===== src/rtl/tlbp_ram.sv =====
// Generic single-port synchronous RAM with registered read data.
// No dependencies.
module tlbp_ram #(
  parameter int WIDTH = 8,
  parameter int DEPTH = 32,
  parameter int AW    = (DEPTH > 1) ? $clog2(DEPTH) : 1
) (
  input  logic             clk,
  input  logic             we,
  input  logic [AW-1:0]    addr,
  input  logic [WIDTH-1:0] wdata,
  output logic [WIDTH-1:0] rdata
);

  logic [WIDTH-1:0] mem [DEPTH];

  always_ff @(posedge clk) begin
    if (we) begin
      mem[addr] <= wdata;
    end
    rdata <= mem[addr];
  end

endmodule


===== config.mk =====
export PLATFORM = sky130hd
export DESIGN_NAME = tlbp_ram
export DESIGN_NICKNAME = d
export VERILOG_FILES = /design/src/rtl/tlbp_ram.sv
export SDC_FILE = /design/constraint.sdc
export NUM_CORES = 1
export LEC_CHECK = 0
export BUFFER_PORTS_ARGS = -buffer_cell sky130_fd_sc_hd__buf_2
export CORE_UTILIZATION = 44
export DETAILED_ROUTE_END_ITERATION = 8
export PLACE_DENSITY = 0.6
export SETUP_SLACK_MARGIN = 0.4
export SYNTH_ARGS = -nofsm -noshare
export SYNTH_HDL_FRONTEND = slang
export SYNTH_SLANG_ARGS = --single-unit
export TNS_END_PERCENT = 10

===== constraint.sdc =====
create_clock -name clk -period 2.61 [get_ports clk]
set_input_delay 0.1305 -clock clk [delete_from_list [all_inputs] [get_ports clk]]
set_output_delay 0.1305 -clock clk [all_outputs]
set_load 0.02 [all_outputs]

==> impl_metrics.py, run 1 <==
metrics = {
    "global_routing": {
        "track_usage": 0.2003,
        "grt_max_degree": 64,
        "grt_pass1_vias": 5309,
        "grt_pass1_wl_um": 35010,
        "antenna_found_initial": 0,
        "grt_overflow_total": 0,
    },
    "placement": {
        "placedInstanceArea_um2": 10860,
        "gp_congestion": 0.8151,
        "place_hpwl_um": 14480,
        "port_buffers": 22,
        "post-place-ws_ns": 0.1527,
        "place_inst": 892,
    },
    "logic_synthesis": {
        "yosysWarnings": 0,
        "async_flop_share": 0,
        "yosysTopAreaCell": "edfxtp_1",
        "synth.area.top_cells": "edfxtp_1 (75%), mux2i_1 (13%), o22ai_1 (3.9%)",
        "ys_top_cells_by_count": "edfxtp_1 (256), mux2i_1 (128), o22ai_1 (63), nor2_1 (29), buf_2 (22)",
        "ys_seq_elements": 264,
        "synth.cell_area_um2": 10210,
        "ys_seq_area_frac": 0.7689,
        "netlist.area_leader.share": 0.7532,
        "syn_nets": 591,
        "synth_cells": 576,
        "synth_edf_count": 256,
        "yosysMostFrequentCell": "edfxtp_1",
        "synth.distinct_cells": 24,
        "synth_flop_cell": "edfxtp_1",
        "syn_area_per_cell_um2": 17.72,
    },
    "clock_tree": {
        "cts_buffer_depth": 3,
        "cts_resized": 0,
        "cts_made_buffers": 27,
        "clk_pin_slew_ns": 0.06,
        "cts_sinks": 264,
        "insertion_delay_ns": 0.53,
        "cts-root-buf": "clkbuf_16",
        "cts_hold_buf": 0,
        "tritoncts": "done",
        "postCtsSetupBuffers": 0,
        "h-tree-depth": 1,
    },
    "detailed_routing": {
        "vias": 5398,
        "drtIter0Drc": 484,
        "ant_nets": 0,
        "drtPass1Iterations": 6,
        "remaining_drc_errors": 0,
        "viasPerCell": 5.736,
        "wl_per_cell_um": 24.69,
        "wl_um": 23230,
    },
    "setup_path": {
        "rrSetupSlack_ns": 0.98,
        "critPathRequiredTime_ns": 3.00,
        "crit_family": "buffers and inverters",
        "crit_path_max_fanout": 63,
        "worst-path-buf-inv": 3,
        "slowest_delay_ns": 0.58,
        "crit_chain": "buf_6 > buf_12 > buf_12 > mux2i_1 > o22ai_1 > nor4_1 > nand2_1",
        "cp_slowest_cell": "nor4_1",
        "worstPathArrival_ns": 2.31,
        "worstSetupStartpointType": "input port",
        "cp_common_cell": "buf_12",
        "criticalPathCategory": "in -> reg",
        "worst_setup_path_end_kind": "register",
    },
    "sta": {
        "clock_skew_ns": 0.008806,
        "layout_setup_ws_ns": 0.6947,
        "slew_viol_final": 0,
        "hold_viol_final": 0,
        "timing.hold.ws_ns": 0.1812,
        "setup_violations": 0,
        "tns_ns": 0,
        "period_share": 0.7338,
        "period_needed_ns": 1.915,
        "rsz0062_at_grt": "false",
        "relSlewSlack": 0.4868,
        "worst_pin_slew_ns": 0.7697,
        "max_freq_mhz": 522.1,
    },
    "floorplan": {
        "die_width_um": 154.3,
        "die_area_um2": 23810,
        "die_y_um": 154.3,
        "core_um2": 22710,
        "num_rows": 55,
        "io_pins": 23,
        "initial_core_util": 0.4494,
    },
    "cells_and_area": {
        "stdcell_count": 941,
        "design_area_um2": 11760,
        "fill_cells": 1806,
        "drive_gt1_frac": 0.1707,
        "area.growth.synth_to_final_pct": 15.26,
        "n_antenna_cell": 0,
        "nNetsFinal": 651,
    },
    "run_status": {
        "status": "completed",
    },
    "pwr": {
        "ir_drop_uv": 418.9,
        "powerDensity_nw_per_um2": 773.1,
        "p_leak_nw": 4.140,
    },
    "job": {
        "maxCapViolCount": 0,
    },
    "min_path": {
        "hold_path_class": "in -> reg",
    },
}
==> stage by stage <==
stage	util	power, mW
global route	0.5180	9.371
CTS	0.5180	9.186
detailed placement	0.4782	5.284
finish	0.5180	9.094
floorplan	-	5.065
global placement	0.4782	5.274
==> final timing paths <==
| path | from | to | depth (start not counted) |
|---|---|---|---|
| setup / recovery | addr[1] | rdata[6] | 7 |
| hold / removal | wdata[7] | mem[26][7] | 1 |
| setup reg to reg | mem[15][6] | rdata[6] | 4 |
| hold reg to reg | mem[20][1] | rdata[1] | 4 |
==> power by group <==
part	leakage, nW	total [mW]	switching, mW	internal (mW)
Combinational	1.32	0.449	0.303	0.146
Sequential	2.37	4.74	0.0253	4.72
Clock	0.446	3.90	1.55	2.35
Total	4.14	9.09	1.88	7.21
==> sequential cells by signal (all words and copies together) (netlist names) <==
name and flops:
mem 256, rdata 8
==> final cells by class <==
type | count | area [µm²] | share of cell area
Tap cell | 285 | 356.6 | 0.03031
Clock buffer | 33 | 718.2 | 0.06105
Sequential cell | 264 | 7848 | 0.6671
Timing Repair Buffer | 66 | 471.7 | 0.04010
Multi-Input combinational cell | 277 | 2183 | 0.1856
Clock inverter | 16 | 186.4 | 0.01585
==> cells in the final DEF (no fill, tap or decap), drive strengths merged, types with 5 or more instances in the layout <==
cell,instances
edfxtp,256
nand2,10
clkinv,9
mux2i,128
nor2,29
nand4bb,5
buf,66
dfxtp,8
nor4,16
clkbuf,33
o22ai,64
==> layer usage <==
metal / global-route usage / share of wire / up-vias / routed length (µm)
li1: - / - / 2452 / -
met1: 0.2832 / 0.45 / 2762 / 10410
met2: 0.3249 / 0.48 / 154 / 11120
met3: 0.02970 / 0.053 / 30 / 1239
met4: 0.05563 / 0.020 / 0 / 456
met5: 0 / 0 / - / 0
==> cell families (layout without fill, tap and decap cells) <==
logic type / after synthesis / in the layout / synth area share
buffers and inverters: 35 / 115 / 0.01716
muxes: 128 / 128 / 0.1255
and+or+nand+nor: 85 / 85 / 0.04855
AOI/OAI and AO/OA: 64 / 64 / 0.03984
DFF: 264 / 264 / 0.7689
Power figures use the tool's default switching activity.
==> inputs of run 2 (changes only) <==
- PLACE_DENSITY: 0.6 -> 0.63
- clock period: 2.61 -> 1.6 ns (I/O delays scaled with it)
==> impl_metrics.py, run 2 (same netlist as run 1, synthesis figures left out) <==
metrics = {
    "global_routing": {
        "grt_overflow_total": 0,
        "grt_max_degree": 33,
        "grt_pass1_vias": 5843,
        "antenna_found_initial": 0,
        "grt_pass1_wl_um": 36060,
        "track_usage": 0.2057,
    },
    "pwr": {
        "ir_drop_uv": 624.6,
        "p_leak_nw": 4.422,
        "powerDensity_nw_per_um2": 1147,
    },
    "floorplan": {
        "num_rows": 55,
        "io_pins": 23,
        "die_y_um": 154.3,
        "core_um2": 22710,
        "die_width_um": 154.3,
        "die_area_um2": 23810,
        "initial_core_util": 0.4494,
    },
    "setup_path": {
        "worstPathArrival_ns": 1.83,
        "crit_chain": "mux2i_2 > o22ai_2 > nor4_4 > buf_4 > nand2_2",
        "cp_slowest_cell": "edfxtp_1",
        "criticalPathCategory": "reg -> reg",
        "worst_setup_path_end_kind": "register",
        "crit_path_max_fanout": 1,
        "worstSetupStartpointType": "register",
        "critPathRequiredTime_ns": 2.00,
        "slowest_delay_ns": 0.38,
    },
    "cells_and_area": {
        "reg_top3": "mem: 256 flops, rdata: 8 flops",
        "final_core_util": 0.5495,
        "top_register": "mem",
        "final_common_cell": "edfxtp_1",
        "nNetsFinal": 707,
        "drive_gt1_frac": 0.3006,
        "area.growth.synth_to_final_pct": 22.26,
        "n_antenna_cell": 0,
        "design_area_um2": 12480,
        "most-common-layout-cells": "edfxtp_1 (256), mux2i_1 (127), buf_4 (91), o22ai_1 (58), clkbuf_16 (27)",
        "largest_register_ffs": 256,
    },
    "placement": {
        "place_hpwl_um": 16090,
        "gp_congestion": 0.8239,
        "placedInstanceArea_um2": 11570,
        "port_buffers": 22,
    },
    "clock_tree": {
        "h-tree-depth": 1,
        "postCtsSetupBuffers": 0,
        "cts_buffer_depth": 3,
        "cts_made_buffers": 26,
        "tritoncts": "done",
        "insertion_delay_ns": 0.52,
        "cts_sinks": 264,
        "cts-root-buf": "clkbuf_16",
        "clk_pin_slew_ns": 0.06,
    },
    "sta": {
        "rsz0062_at_grt": "true",
        "clock_skew_ns": 0.008255,
        "max_freq_mhz": 701.5,
        "relSlewSlack": 0.5235,
        "setup_violations": 0,
        "worst_pin_slew_ns": 0.7148,
        "period_needed_ns": 1.425,
        "hold_viol_final": 0,
        "slew_viol_final": 0,
        "period_share": 0.8909,
    },
    "detailed_routing": {
        "drtPass1Iterations": 5,
        "viasPerCell": 5.548,
        "wl_um": 23850,
        "remaining_drc_errors": 0,
        "drtIter0Drc": 394,
        "wl_per_cell_um": 23.92,
        "vias": 5531,
        "ant_nets": 0,
    },
    "min_path": {
        "hold_path_class": "in -> reg",
    },
    "run_status": {
        "status": "completed",
    },
    "job": {
        "maxCapViolCount": 0,
    },
}
-- run 2: changes by cell type in the layout (fill, tap and decap cells not counted), sizes merged --
cell,change
clkinv,+5
clkinvlp,-1
buf,+57
inv,-2
bufinv,-3
-- run 2: path summary, 6_finish.rpt --
kind                   start         end  slack, ns  cells after the start
setup / recovery  mem[23][3]    rdata[3]       0.17                      5
hold / removal      wdata[4]  mem[14][4]       0.02                      1
setup reg to reg  mem[23][3]    rdata[3]       0.17                      5
hold reg to reg   mem[19][6]    rdata[6]       0.65                      4
-- run 2: critical path, delay by kind of cell, from the launching register on --
family          cells  cell delay, ns
simple gates        2            0.40
flops               1            0.38
mux                 1            0.20
buf+inv             1            0.18
compound gates      1            0.15
-- run 2: per-layer routing --
layer,track usage,share of wire
met5,0,0
met4,0.07261,0.027
met3,0.02914,0.041
met2,0.3439,0.49
met1,0.2766,0.44
-- run 2: final cells by class --
cell class / count / area, µm²
clock buffer: 33 / 698.2
clock inverter: 15 / 93.84
tap: 285 / 356.6
fill: 1765 / 10230
sequential: 264 / 7848
timing repair buffer: 123 / 999.7
multi-input combinational: 277 / 2482
-- run 2: metrics by stage --
step                      std cells  TNS [ns]  worst slack (ns)  power, mW  hold slack (ns)
after floorplan                 576    -1.869          -0.04681      8.305           0.1789
after global placement          949    -7.782           -0.4608      8.751           0.5075
after detailed placement        949    -12.50           -0.4405      8.769           0.5058
after CTS                       997         0            0.1773      14.41         0.001670
after global routing            997         0            0.1373      14.80          0.01230
final                           997         0            0.1746      14.31          0.01931
-- run 2: timing repair --
item                                    in CTS  in global routing
pin swaps                                    2                  8
gates resized for setup                      6                 14
endpoints found under the setup margin       9                 59
hold buffers                                 0                  0
gates cloned                                 0                  0
-- run 2: where the power goes --
part	switching, mW	total [mW]	internal (mW)
sequential	0.0433	7.74	7.69
combinational	0.550	0.912	0.362
clock	2.43	5.67	3.24
total	3.02	14.3	11.3
