--- src/rtl/tlbp_pkg.sv ---
// Shared types, constants and configuration register codes for the
// two-level branch predictor with target buffer. No dependencies.
package tlbp_pkg;

  localparam int BTB_ENTRIES_DEF   = 32;
  localparam int HISTORY_MAX_DEF   = 8;
  localparam int TABLE_ENTRIES_DEF = 256;

  localparam int PC_W      = 32;
  localparam int TAG_W     = 30;
  localparam int CFG_IDX_W = 3;
  localparam int CFG_DAT_W = 5;
  localparam int IDX_MAX   = 5;

  localparam logic [1:0] CTR_WNT = 2'd1;
  localparam logic [PC_W-1:0] STAT_MAX = 32'hffff_ffff;

  localparam logic [CFG_IDX_W-1:0] REG_BTB_BITS  = 3'd0;
  localparam logic [CFG_IDX_W-1:0] REG_HIST_BITS = 3'd1;
  localparam logic [CFG_IDX_W-1:0] REG_TAG_BITS  = 3'd2;
  localparam logic [CFG_IDX_W-1:0] REG_GLOB_HIST = 3'd3;
  localparam logic [CFG_IDX_W-1:0] REG_GLOB_TBL  = 3'd4;
  localparam logic [CFG_IDX_W-1:0] REG_SHARE     = 3'd5;

  localparam logic [1:0] SHARE_PLAIN = 2'd0;
  localparam logic [1:0] SHARE_LOW   = 2'd1;
  localparam logic [1:0] SHARE_HIGH  = 2'd2;

  localparam logic OP_PREDICT = 1'b0;
  localparam logic OP_UPDATE  = 1'b1;

  typedef struct packed {
    logic [2:0] btb_bits;
    logic [3:0] hist_bits;
    logic [4:0] tag_bits;
    logic       tag_on;
    logic       glob_hist;
    logic       glob_tbl;
    logic [1:0] share;
  } cfg_t;

  typedef enum logic [2:0] {
    ST_CLEAR,
    ST_IDLE,
    ST_RD_ENTRY,
    ST_RD_CTR,
    ST_WRITE,
    ST_SWEEP
  } state_t;

endpackage

--- src/rtl/tlbp_cfg.sv ---
// Configuration registers and their clamped working values.
// Depends on tlbp_pkg.
module tlbp_cfg
  import tlbp_pkg::*;
#(
  parameter int HISTORY_MAX = HISTORY_MAX_DEF
) (
  input  logic                 clk,
  input  logic                 rst_n,
  input  logic                 we,
  input  logic [CFG_IDX_W-1:0] idx,
  input  logic [CFG_DAT_W-1:0] data,
  output cfg_t                 cfg
);

  logic [2:0] btb_r;
  logic [3:0] hist_r;
  logic [4:0] tag_r;
  logic       gh_r;
  logic       gt_r;
  logic [1:0] share_r;

  always_ff @(posedge clk) begin
    if (!rst_n) begin
      btb_r   <= 3'd5;
      hist_r  <= 4'd8;
      tag_r   <= 5'd0;
      gh_r    <= 1'b0;
      gt_r    <= 1'b0;
      share_r <= 2'd0;
    end else if (we) begin
      unique case (idx)
        REG_BTB_BITS:  btb_r   <= data[2:0];
        REG_HIST_BITS: hist_r  <= data[3:0];
        REG_TAG_BITS:  tag_r   <= data;
        REG_GLOB_HIST: gh_r    <= data[0];
        REG_GLOB_TBL:  gt_r    <= data[0];
        REG_SHARE:     share_r <= data[1:0];
        default: ;
      endcase
    end
  end

  always_comb begin
    cfg.btb_bits  = (btb_r > 3'(IDX_MAX)) ? 3'(IDX_MAX) : btb_r;
    cfg.hist_bits = (hist_r > 4'(HISTORY_MAX)) ? 4'(HISTORY_MAX) : hist_r;
    cfg.tag_bits  = (tag_r > 5'(TAG_W)) ? 5'(TAG_W) : tag_r;
    cfg.tag_on    = (tag_r != 5'd0);
    cfg.glob_hist = gh_r;
    cfg.glob_tbl  = gt_r;
    cfg.share     = (share_r == 2'd3) ? SHARE_PLAIN : share_r;
  end

endmodule

--- config.mk ---
export PLATFORM = sky130hd
export DESIGN_NAME = tlbp_cfg
export DESIGN_NICKNAME = d
export VERILOG_FILES = /design/src/rtl/tlbp_pkg.sv /design/src/rtl/tlbp_cfg.sv
export SDC_FILE = /design/constraint.sdc
export NUM_CORES = 1
export LEC_CHECK = 0
export BUFFER_PORTS_ARGS = -buffer_cell sky130_fd_sc_hd__buf_2
export CAP_MARGIN = 5
export CORE_UTILIZATION = 47
export CTS_CLUSTER_SIZE = 8
export DETAILED_ROUTE_END_ITERATION = 8
export PLACE_DENSITY = 0.76
export SLEW_MARGIN = 20
export SYNTH_ARGS = -nofsm -noshare
export SYNTH_HDL_FRONTEND = slang
export SYNTH_SLANG_ARGS = --single-unit
--- constraint.sdc ---
create_clock -name clk -period 1 [get_ports clk]
set_input_delay 0.1 -clock clk [delete_from_list [all_inputs] [get_ports clk]]
set_output_delay 0.1 -clock clk [all_outputs]
set_load 0.01 [all_outputs]
==> results by group, run 1 <==
Worst setup path
  • Critical path peak fanout: 3
  • Critical Path End Type: output pin
  • Setup CP Type: reg2out
  • CP max stage cell: dfxtp_2
  • Critical path, cell by cell: nor3_2 -> nand2_1 -> buf_2
  • Arrival @ worst endpoint: 1.01 ns
  • Critical path data required time: 0.90 ns
  • CP bufs+invs: 1
  • CP Launch Type: flip-flop
  • Worst stage delay on the critical path: 0.34 ns
  • Crit-path leading delay family: flip-flops

Finish
  • Area Overhead vs Synth: 22.9%
  • Most common cell after layout, fill and taps aside: buf_2
  • Post-layout instance area: 972 µm²
  • Finished Layout Cells: 124
  • Ant. Diodes: 0
  • Fin nets: 121
  • Most frequent cells in the layout: 26 x buf_2, 19 x nand2_1, 16 x mux2i_1, 12 x nor2b_1, 10 x dfxtp_2
  • Share of cells above drive strength 1: 0.444

Placed design
  • Placed Area: 907 µm²
  • DP HPWL: 1080 µm
  • Port buffer count: 27
  • Gpl congestion: 0.737
  • Dpl cells: 120
  • Dpl ws: 0.00881 ns

Route
  • Via-per-instance ratio: 5.15
  • DRT Wirelength: 1430 µm
  • Routed len/inst: 11.6 µm
  • Residual DRC count: 0
  • Drt initial violations: 8
  • Post-route ant nets: 0
  • Via Count: 638
  • DRT Pass-1 Iters: 3

Timing
  • Max Clk Rate: 903 MHz
  • Final Skew: 0 ns
  • Slew HR: 0.766
  • Unrepaired setup endpoints after global routing: yes
  • Slew Limit Fails: 0
  • Final setup viols: 2
  • Final Critical Period: 1.11 ns
  • Setup_tns: -0.179 ns
  • Final worst slack: -0.108 ns
  • Crit share post-route: 1.11
  • Worst-margin pin slew: 0.350 ns
  • Fin. Hold Viols: 0

Clock network
  • Clk Latency, worst-skew pair: 0.27 ns
  • Htree depth: 1
  • Max clock buf depth: 2
  • CTS tree: yes
  • CTS clock-pin slew for the worst setup and hold paths: 0.09 ns
  • # hold bufs at CTS: 0
  • TritonCTS Buffers: 3
  • CTS Sinks: 16
  • Clk root buf: clkbuf_4

Floorplanning
  • Die area: 1850 µm²
  • Io pins: 28
  • Core ar.: 1540 µm²
  • Initial Utilization: 0.513
  • # rows: 14
  • Die width: 43.0 µm
  • Die Height: 43.0 µm

Logic synthesis
  • Leading register cell type out of synthesis: dfxtp_1
  • Multiplexer share of the synthesized area: 0.203
  • Net Count, Synth: 97
  • Mapped Area: 791 µm²
  • Unique masters post-synth: 16
  • #FFs+latches synth: 16
  • Cells after Synth: 86
  • Asr flop ratio synth: 0
  • Area leader, netlist: dfxtp_1
  • Ranking of synthesized cells by area: dfxtp_1 41%, mux2i_1 20%, nor2b_1 9.5%, nand2_1 9.0%, buf_4 3.8%
  • YS warnings: 0
  • Largest family of logic cells by synthesized area: simple AND/OR/NAND/NOR gates
  • Post-synthesis simple-gate area fraction: 0.290
  • Post-synth EDFFs: 0
  • Synth Area in Adders: 0
  • Register area share after synthesis: 0.405
  • Compound-Gate Fraction of Synth Area: 0.0206
  • Post-synthesis xor/xnor area fraction: 0
  • Mean post-synth cell area: 9.19 µm²
  • Share of the synthesized area in the top cell type: 0.405

Power and ir drop
  • Switching share of power: 0.234
  • Sw Pwr: 262 µW
  • PwrDens: 1150 nW/µm²
  • Register share of total power: 0.593
  • Clock power share: 0.286
  • P_leak: 0.000428 µW
  • Pwr Total: 1120 µW
  • Internal: 857 µW
  • Comb power frac: 0.121
  • Maximum vdd drop: 0.818 mV

Run status
  • Failing checks: setup timing
  • Status: complete, but fails checks

Global routing
  • Grt total ovfl: 0
  • Vias in the first global route: 554
  • First-pass GRT wire length: 2400 µm
  • Largest net degree at the start of global routing: 21
  • Antenna violations before repair: 0
  • GRT Resource Usage Total: 0.176

Flow run
  • Number of max-cap violations: 0

Hold path
  • HP Class: in2reg
worst paths after layout:
path / startpoint / to / slack [ns] / depth (start not counted)
worst max register to register: tag_r[3] / tag_r[3] / 0.29 / 3
worst min-delay path: data[4] / tag_r[4] / 0.06 / 3
worst min register to register: hist_r[0] / hist_r[0] / 0.45 / 2
worst max-delay path: tag_r[0] / cfg[4] / -0.11 / 3
logic make-up after synthesis:
kind of cell	count (synthesis)
buf+inv	13
mux	16
compound gates	2
flops	16
simple gates	39
worst register-to-register path, delay by kind of cell, from the launching register on:
family | cells | cell delay (ns)
buffers and inverters | 1 | 0.11
multiplexers | 1 | 0.11
AND/OR/NAND/NOR | 1 | 0.04
flip-flops | 1 | 0.38
layout make-up:
class                   instances  area (µm²)
fillers                       141         569
inverters                       1        3.75
repair buffers                 31         175
multi-input cells              57         418
clock buffers                   3        22.5
flip-flops and latches         16         333
well taps                      16        20.0
power groups by stage:
stage | sequential [µW] | combinational [µW] | clock, µW
2_1_floorplan | 673 | 79.2 | 0
3_3_place_gp | 675 | 128 | 0
3_5_place_dp | 676 | 131 | 0
4_1_cts | 662 | 135 | 326
5_1_grt | 666 | 147 | 377
6_report | 663 | 136 | 321
sequential cells by signal, summed over array words and instances, names as in the netlist:
| signal | count |
|---|---|
| tag_r | 5 |
| hist_r | 4 |
| btb_r | 3 |
| share_r | 2 |
| gh_r | 1 |
| gt_r | 1 |
layer usage:
layer  GRT usage  routed length [µm]
met4      0.0909                  30
met1       0.214                 677
met2       0.288                 672
met3      0.0383                  54
met5           0                   0
cell usage after synthesis, drive strengths merged, types with 2 or more instances:
| cell type | instances |
|---|---|
| buf | 5 |
| nand4b | 2 |
| clkbuf | 7 |
| dfxtp | 16 |
| mux2i | 16 |
| nand2 | 19 |
| nor2b | 12 |
| nor4bb | 2 |
through the flow:
| step | utilization | hold WS, ns |
|---|---|---|
| global placement | 0.588 | 0.362 |
| CTS | 0.619 | 0.0682 |
| finish | 0.631 | 0.0639 |
| floorplan | - | 0.242 |
| detailed placement | 0.588 | 0.364 |
| global route | 0.631 | 0.0528 |
timing repair:
action | CTS | global route
buffers inserted | 1 | 0
setup endpoints to repair | 4 | 11
pin swaps | 2 | 0
resized for setup | 6 | 8
Power figures use the tool's default switching activity.
==> run 2: changes to the inputs <==
--- a/config.mk
+++ b/config.mk
@@ -5,7 +5,7 @@
 export SDC_FILE = /design/constraint.sdc
 export NUM_CORES = 1
 export LEC_CHECK = 0
-export BUFFER_PORTS_ARGS = -buffer_cell sky130_fd_sc_hd__buf_2
+export BUFFER_PORTS_ARGS = -buffer_cell sky130_fd_sc_hd__buf_4
 export CAP_MARGIN = 5
 export CORE_UTILIZATION = 47
 export CTS_CLUSTER_SIZE = 8
==> results by group, run 2 (synthesis gave the netlist of run 1 again) <==
Finish
  • Ant. Diodes: 0 (unchanged)
  • Number of flip-flops in the largest register: 5 (unchanged)
  • Biggest regs: tag_r (5), hist_r (4), btb_r (3)
  • Post-layout instance area: 1100 µm² (+13%)
  • Top reg by flops: tag_r
  • Most frequent cells in the layout: 27 x buf_4, 19 x nand2_1, 16 x mux2i_1, 8 x nor2b_1, 8 x dfxtp_2
  • Fin nets: 122 (+0.83%)
  • Most common cell after layout, fill and taps aside: buf_4
  • Share of cells above drive strength 1: 0.500 (+0.0556)
  • Fill cells: 115 (-18%)
  • Area Overhead vs Synth: 38.9%

Global routing
  • Vias in the first global route: 604 (+9.0%)
  • Grt total ovfl: 0 (unchanged)
  • Largest net degree at the start of global routing: 25 (+19%)
  • First-pass GRT wire length: 2730 µm (+13%)
  • Antenna violations before repair: 0 (unchanged)
  • GRT Resource Usage Total: 0.199 (+0.0230)

Timing
  • Final worst slack: -0.122 ns (-0.0147 ns)
  • Fin. Hold Viols: 0 (unchanged)
  • Final Critical Period: 1.12 ns (+0.0147 ns)
  • Final worst hold slack: 0.0613 ns (-0.00262 ns)
  • Max Clk Rate: 891 MHz (-1.3%)
  • Slew Limit Fails: 0 (unchanged)
  • Worst-margin pin slew: 0.375 ns (+0.0252 ns)
  • Crit share post-route: 1.12 (+0.0147)
  • Unrepaired setup endpoints after global routing: yes
  • Final setup viols: 6 (+4)
  • Setup_tns: -0.397 ns (-0.218 ns)
  • Slew HR: 0.749 (-0.0169)
  • Final Skew: 0 ns (unchanged)

Clock network
  • CTS tree: yes
  • CTS Sinks: 16 (unchanged)
  • Clk root buf: clkbuf_4
  • Clk Latency, worst-skew pair: 0.29 ns (+0.02 ns)
  • # hold bufs at CTS: 0 (unchanged)
  • Max clock buf depth: 2 (unchanged)
  • CTS clock-pin slew for the worst setup and hold paths: 0.10 ns (about the same)
  • TritonCTS Buffers: 3 (unchanged)
  • Htree depth: 1 (unchanged)

Route
  • DRT Wirelength: 1740 µm (+21%)
  • Routed len/inst: 13.8 µm (+19%)
  • Residual DRC count: 0 (unchanged)
  • Via Count: 663 (+3.9%)
  • Post-route ant nets: 0 (unchanged)
  • DRT Pass-1 Iters: 4 (+1)
  • Drt initial violations: 14 (+6)
  • Via-per-instance ratio: 5.26 (+2.3%)

Hold path
  • HP Class: in2reg

Floorplanning
  • Die Height: 43.0 µm (unchanged)
  • Core ar.: 1540 µm² (unchanged)
  • Initial Utilization: 0.513 (unchanged)
  • Die width: 43.0 µm (unchanged)
  • Io pins: 28 (unchanged)
  • Die area: 1850 µm² (unchanged)
  • # rows: 14 (unchanged)

Power and ir drop
  • Sw Pwr: 303 µW (+15%)
  • Register share of total power: 0.524 (-0.069)
  • Maximum vdd drop: 0.942 mV (+15%)
  • PwrDens: 1150 nW/µm² (-0.56%)
  • Comb power frac: 0.128 (+0.007)
  • P_leak: 0.000459 µW (+7.4%)
  • Switching share of power: 0.240 (+0.00607)
  • Pwr Total: 1260 µW (+12%)
  • Internal: 956 µW (+11%)
  • Clock power share: 0.349 (+0.063)

Worst setup path
  • Critical path peak fanout: 3 (unchanged)
  • CP Launch Type: flip-flop
  • Arrival @ worst endpoint: 1.02 ns (about the same)
  • Critical path data required time: 0.90 ns (about the same)
  • Critical Path End Type: output pin
  • Setup CP Type: reg2out

Placed design
  • DP HPWL: 1100 µm (+1.4%)
  • Gpl congestion: 0.733 (-0.56%)
  • Port buffer count: 27 (unchanged)
  • Placed Area: 967 µm² (+6.6%)

Flow run
  • Number of max-cap violations: 0 (unchanged)

Run status
  • Status: complete, but fails checks
  • Failing checks: setup timing
==> run 2: cell count changes in the layout (fill, tap and decap cells not counted), sizes merged <==
cell / change
buf: +1
clkbuf: +1
==> run 2: path summary, 6_finish.rpt <==
check                                  to  startpoint  cells past startpoint  slack [ns]
worst min register to register  hist_r[1]   hist_r[1]                      2        0.46
worst max-delay path               cfg[4]    tag_r[0]                      3       -0.12
worst max register to register   tag_r[3]    tag_r[3]                      4        0.19
worst min-delay path             tag_r[4]     data[4]                      3        0.06
==> run 2: layout make-up <==
class                           instances  area [µm²]  area share
Clock buffer                            4        36.3      0.0330
Sequential cell                        16         342       0.311
Multi-Input combinational cell         57         438       0.399
Timing Repair Buffer                   32         259       0.236
Tap cell                               16        20.0      0.0182
Inverter                                1        3.75     0.00342
==> run 2: power groups by stage <==
stage | logic [µW] | registers (µW) | clock network, µW
floorplan | 79.2 | 673 | 0
global placement | 144 | 676 | 0
detailed placement | 147 | 676 | 0
CTS | 155 | 662 | 436
global route | 172 | 661 | 477
finish | 161 | 659 | 439
==> run 2: through the flow <==
| step | worst slack (ns) | util | instances |
|---|---|---|---|
| floorplan | 0.241 | - | 86 |
| global placement | 0.0228 | 0.627 | 119 |
| detailed placement | -0.00545 | 0.627 | 119 |
| CTS | -0.0949 | 0.688 | 124 |
| global route | -0.195 | 0.713 | 126 |
| finish | -0.122 | 0.713 | 126 |
==> run 2: per-layer routing <==
metal	share of wire	wire, µm	vias to the layer above	GRT usage
met5	0	0	-	0
met4	0.0075	13	0	0.0727
met3	0.050	86	2	0.0596
met2	0.51	882	17	0.324
met1	0.43	755	315	0.246
li1	-	-	329	-
==> run 2: worst max-delay path, stage by stage, from the launching register on <==
cell and delay, ns:
dfxtp_2 0.35, nor3_2 0.18, nand2_1 0.08, buf_6 0.12
==> run 2: timing repair <==
item,4_1_cts,5_1_grt
setup buffers,1,2
pin swaps,2,0
gates resized for setup,18,8
setup endpoints to repair,9,10
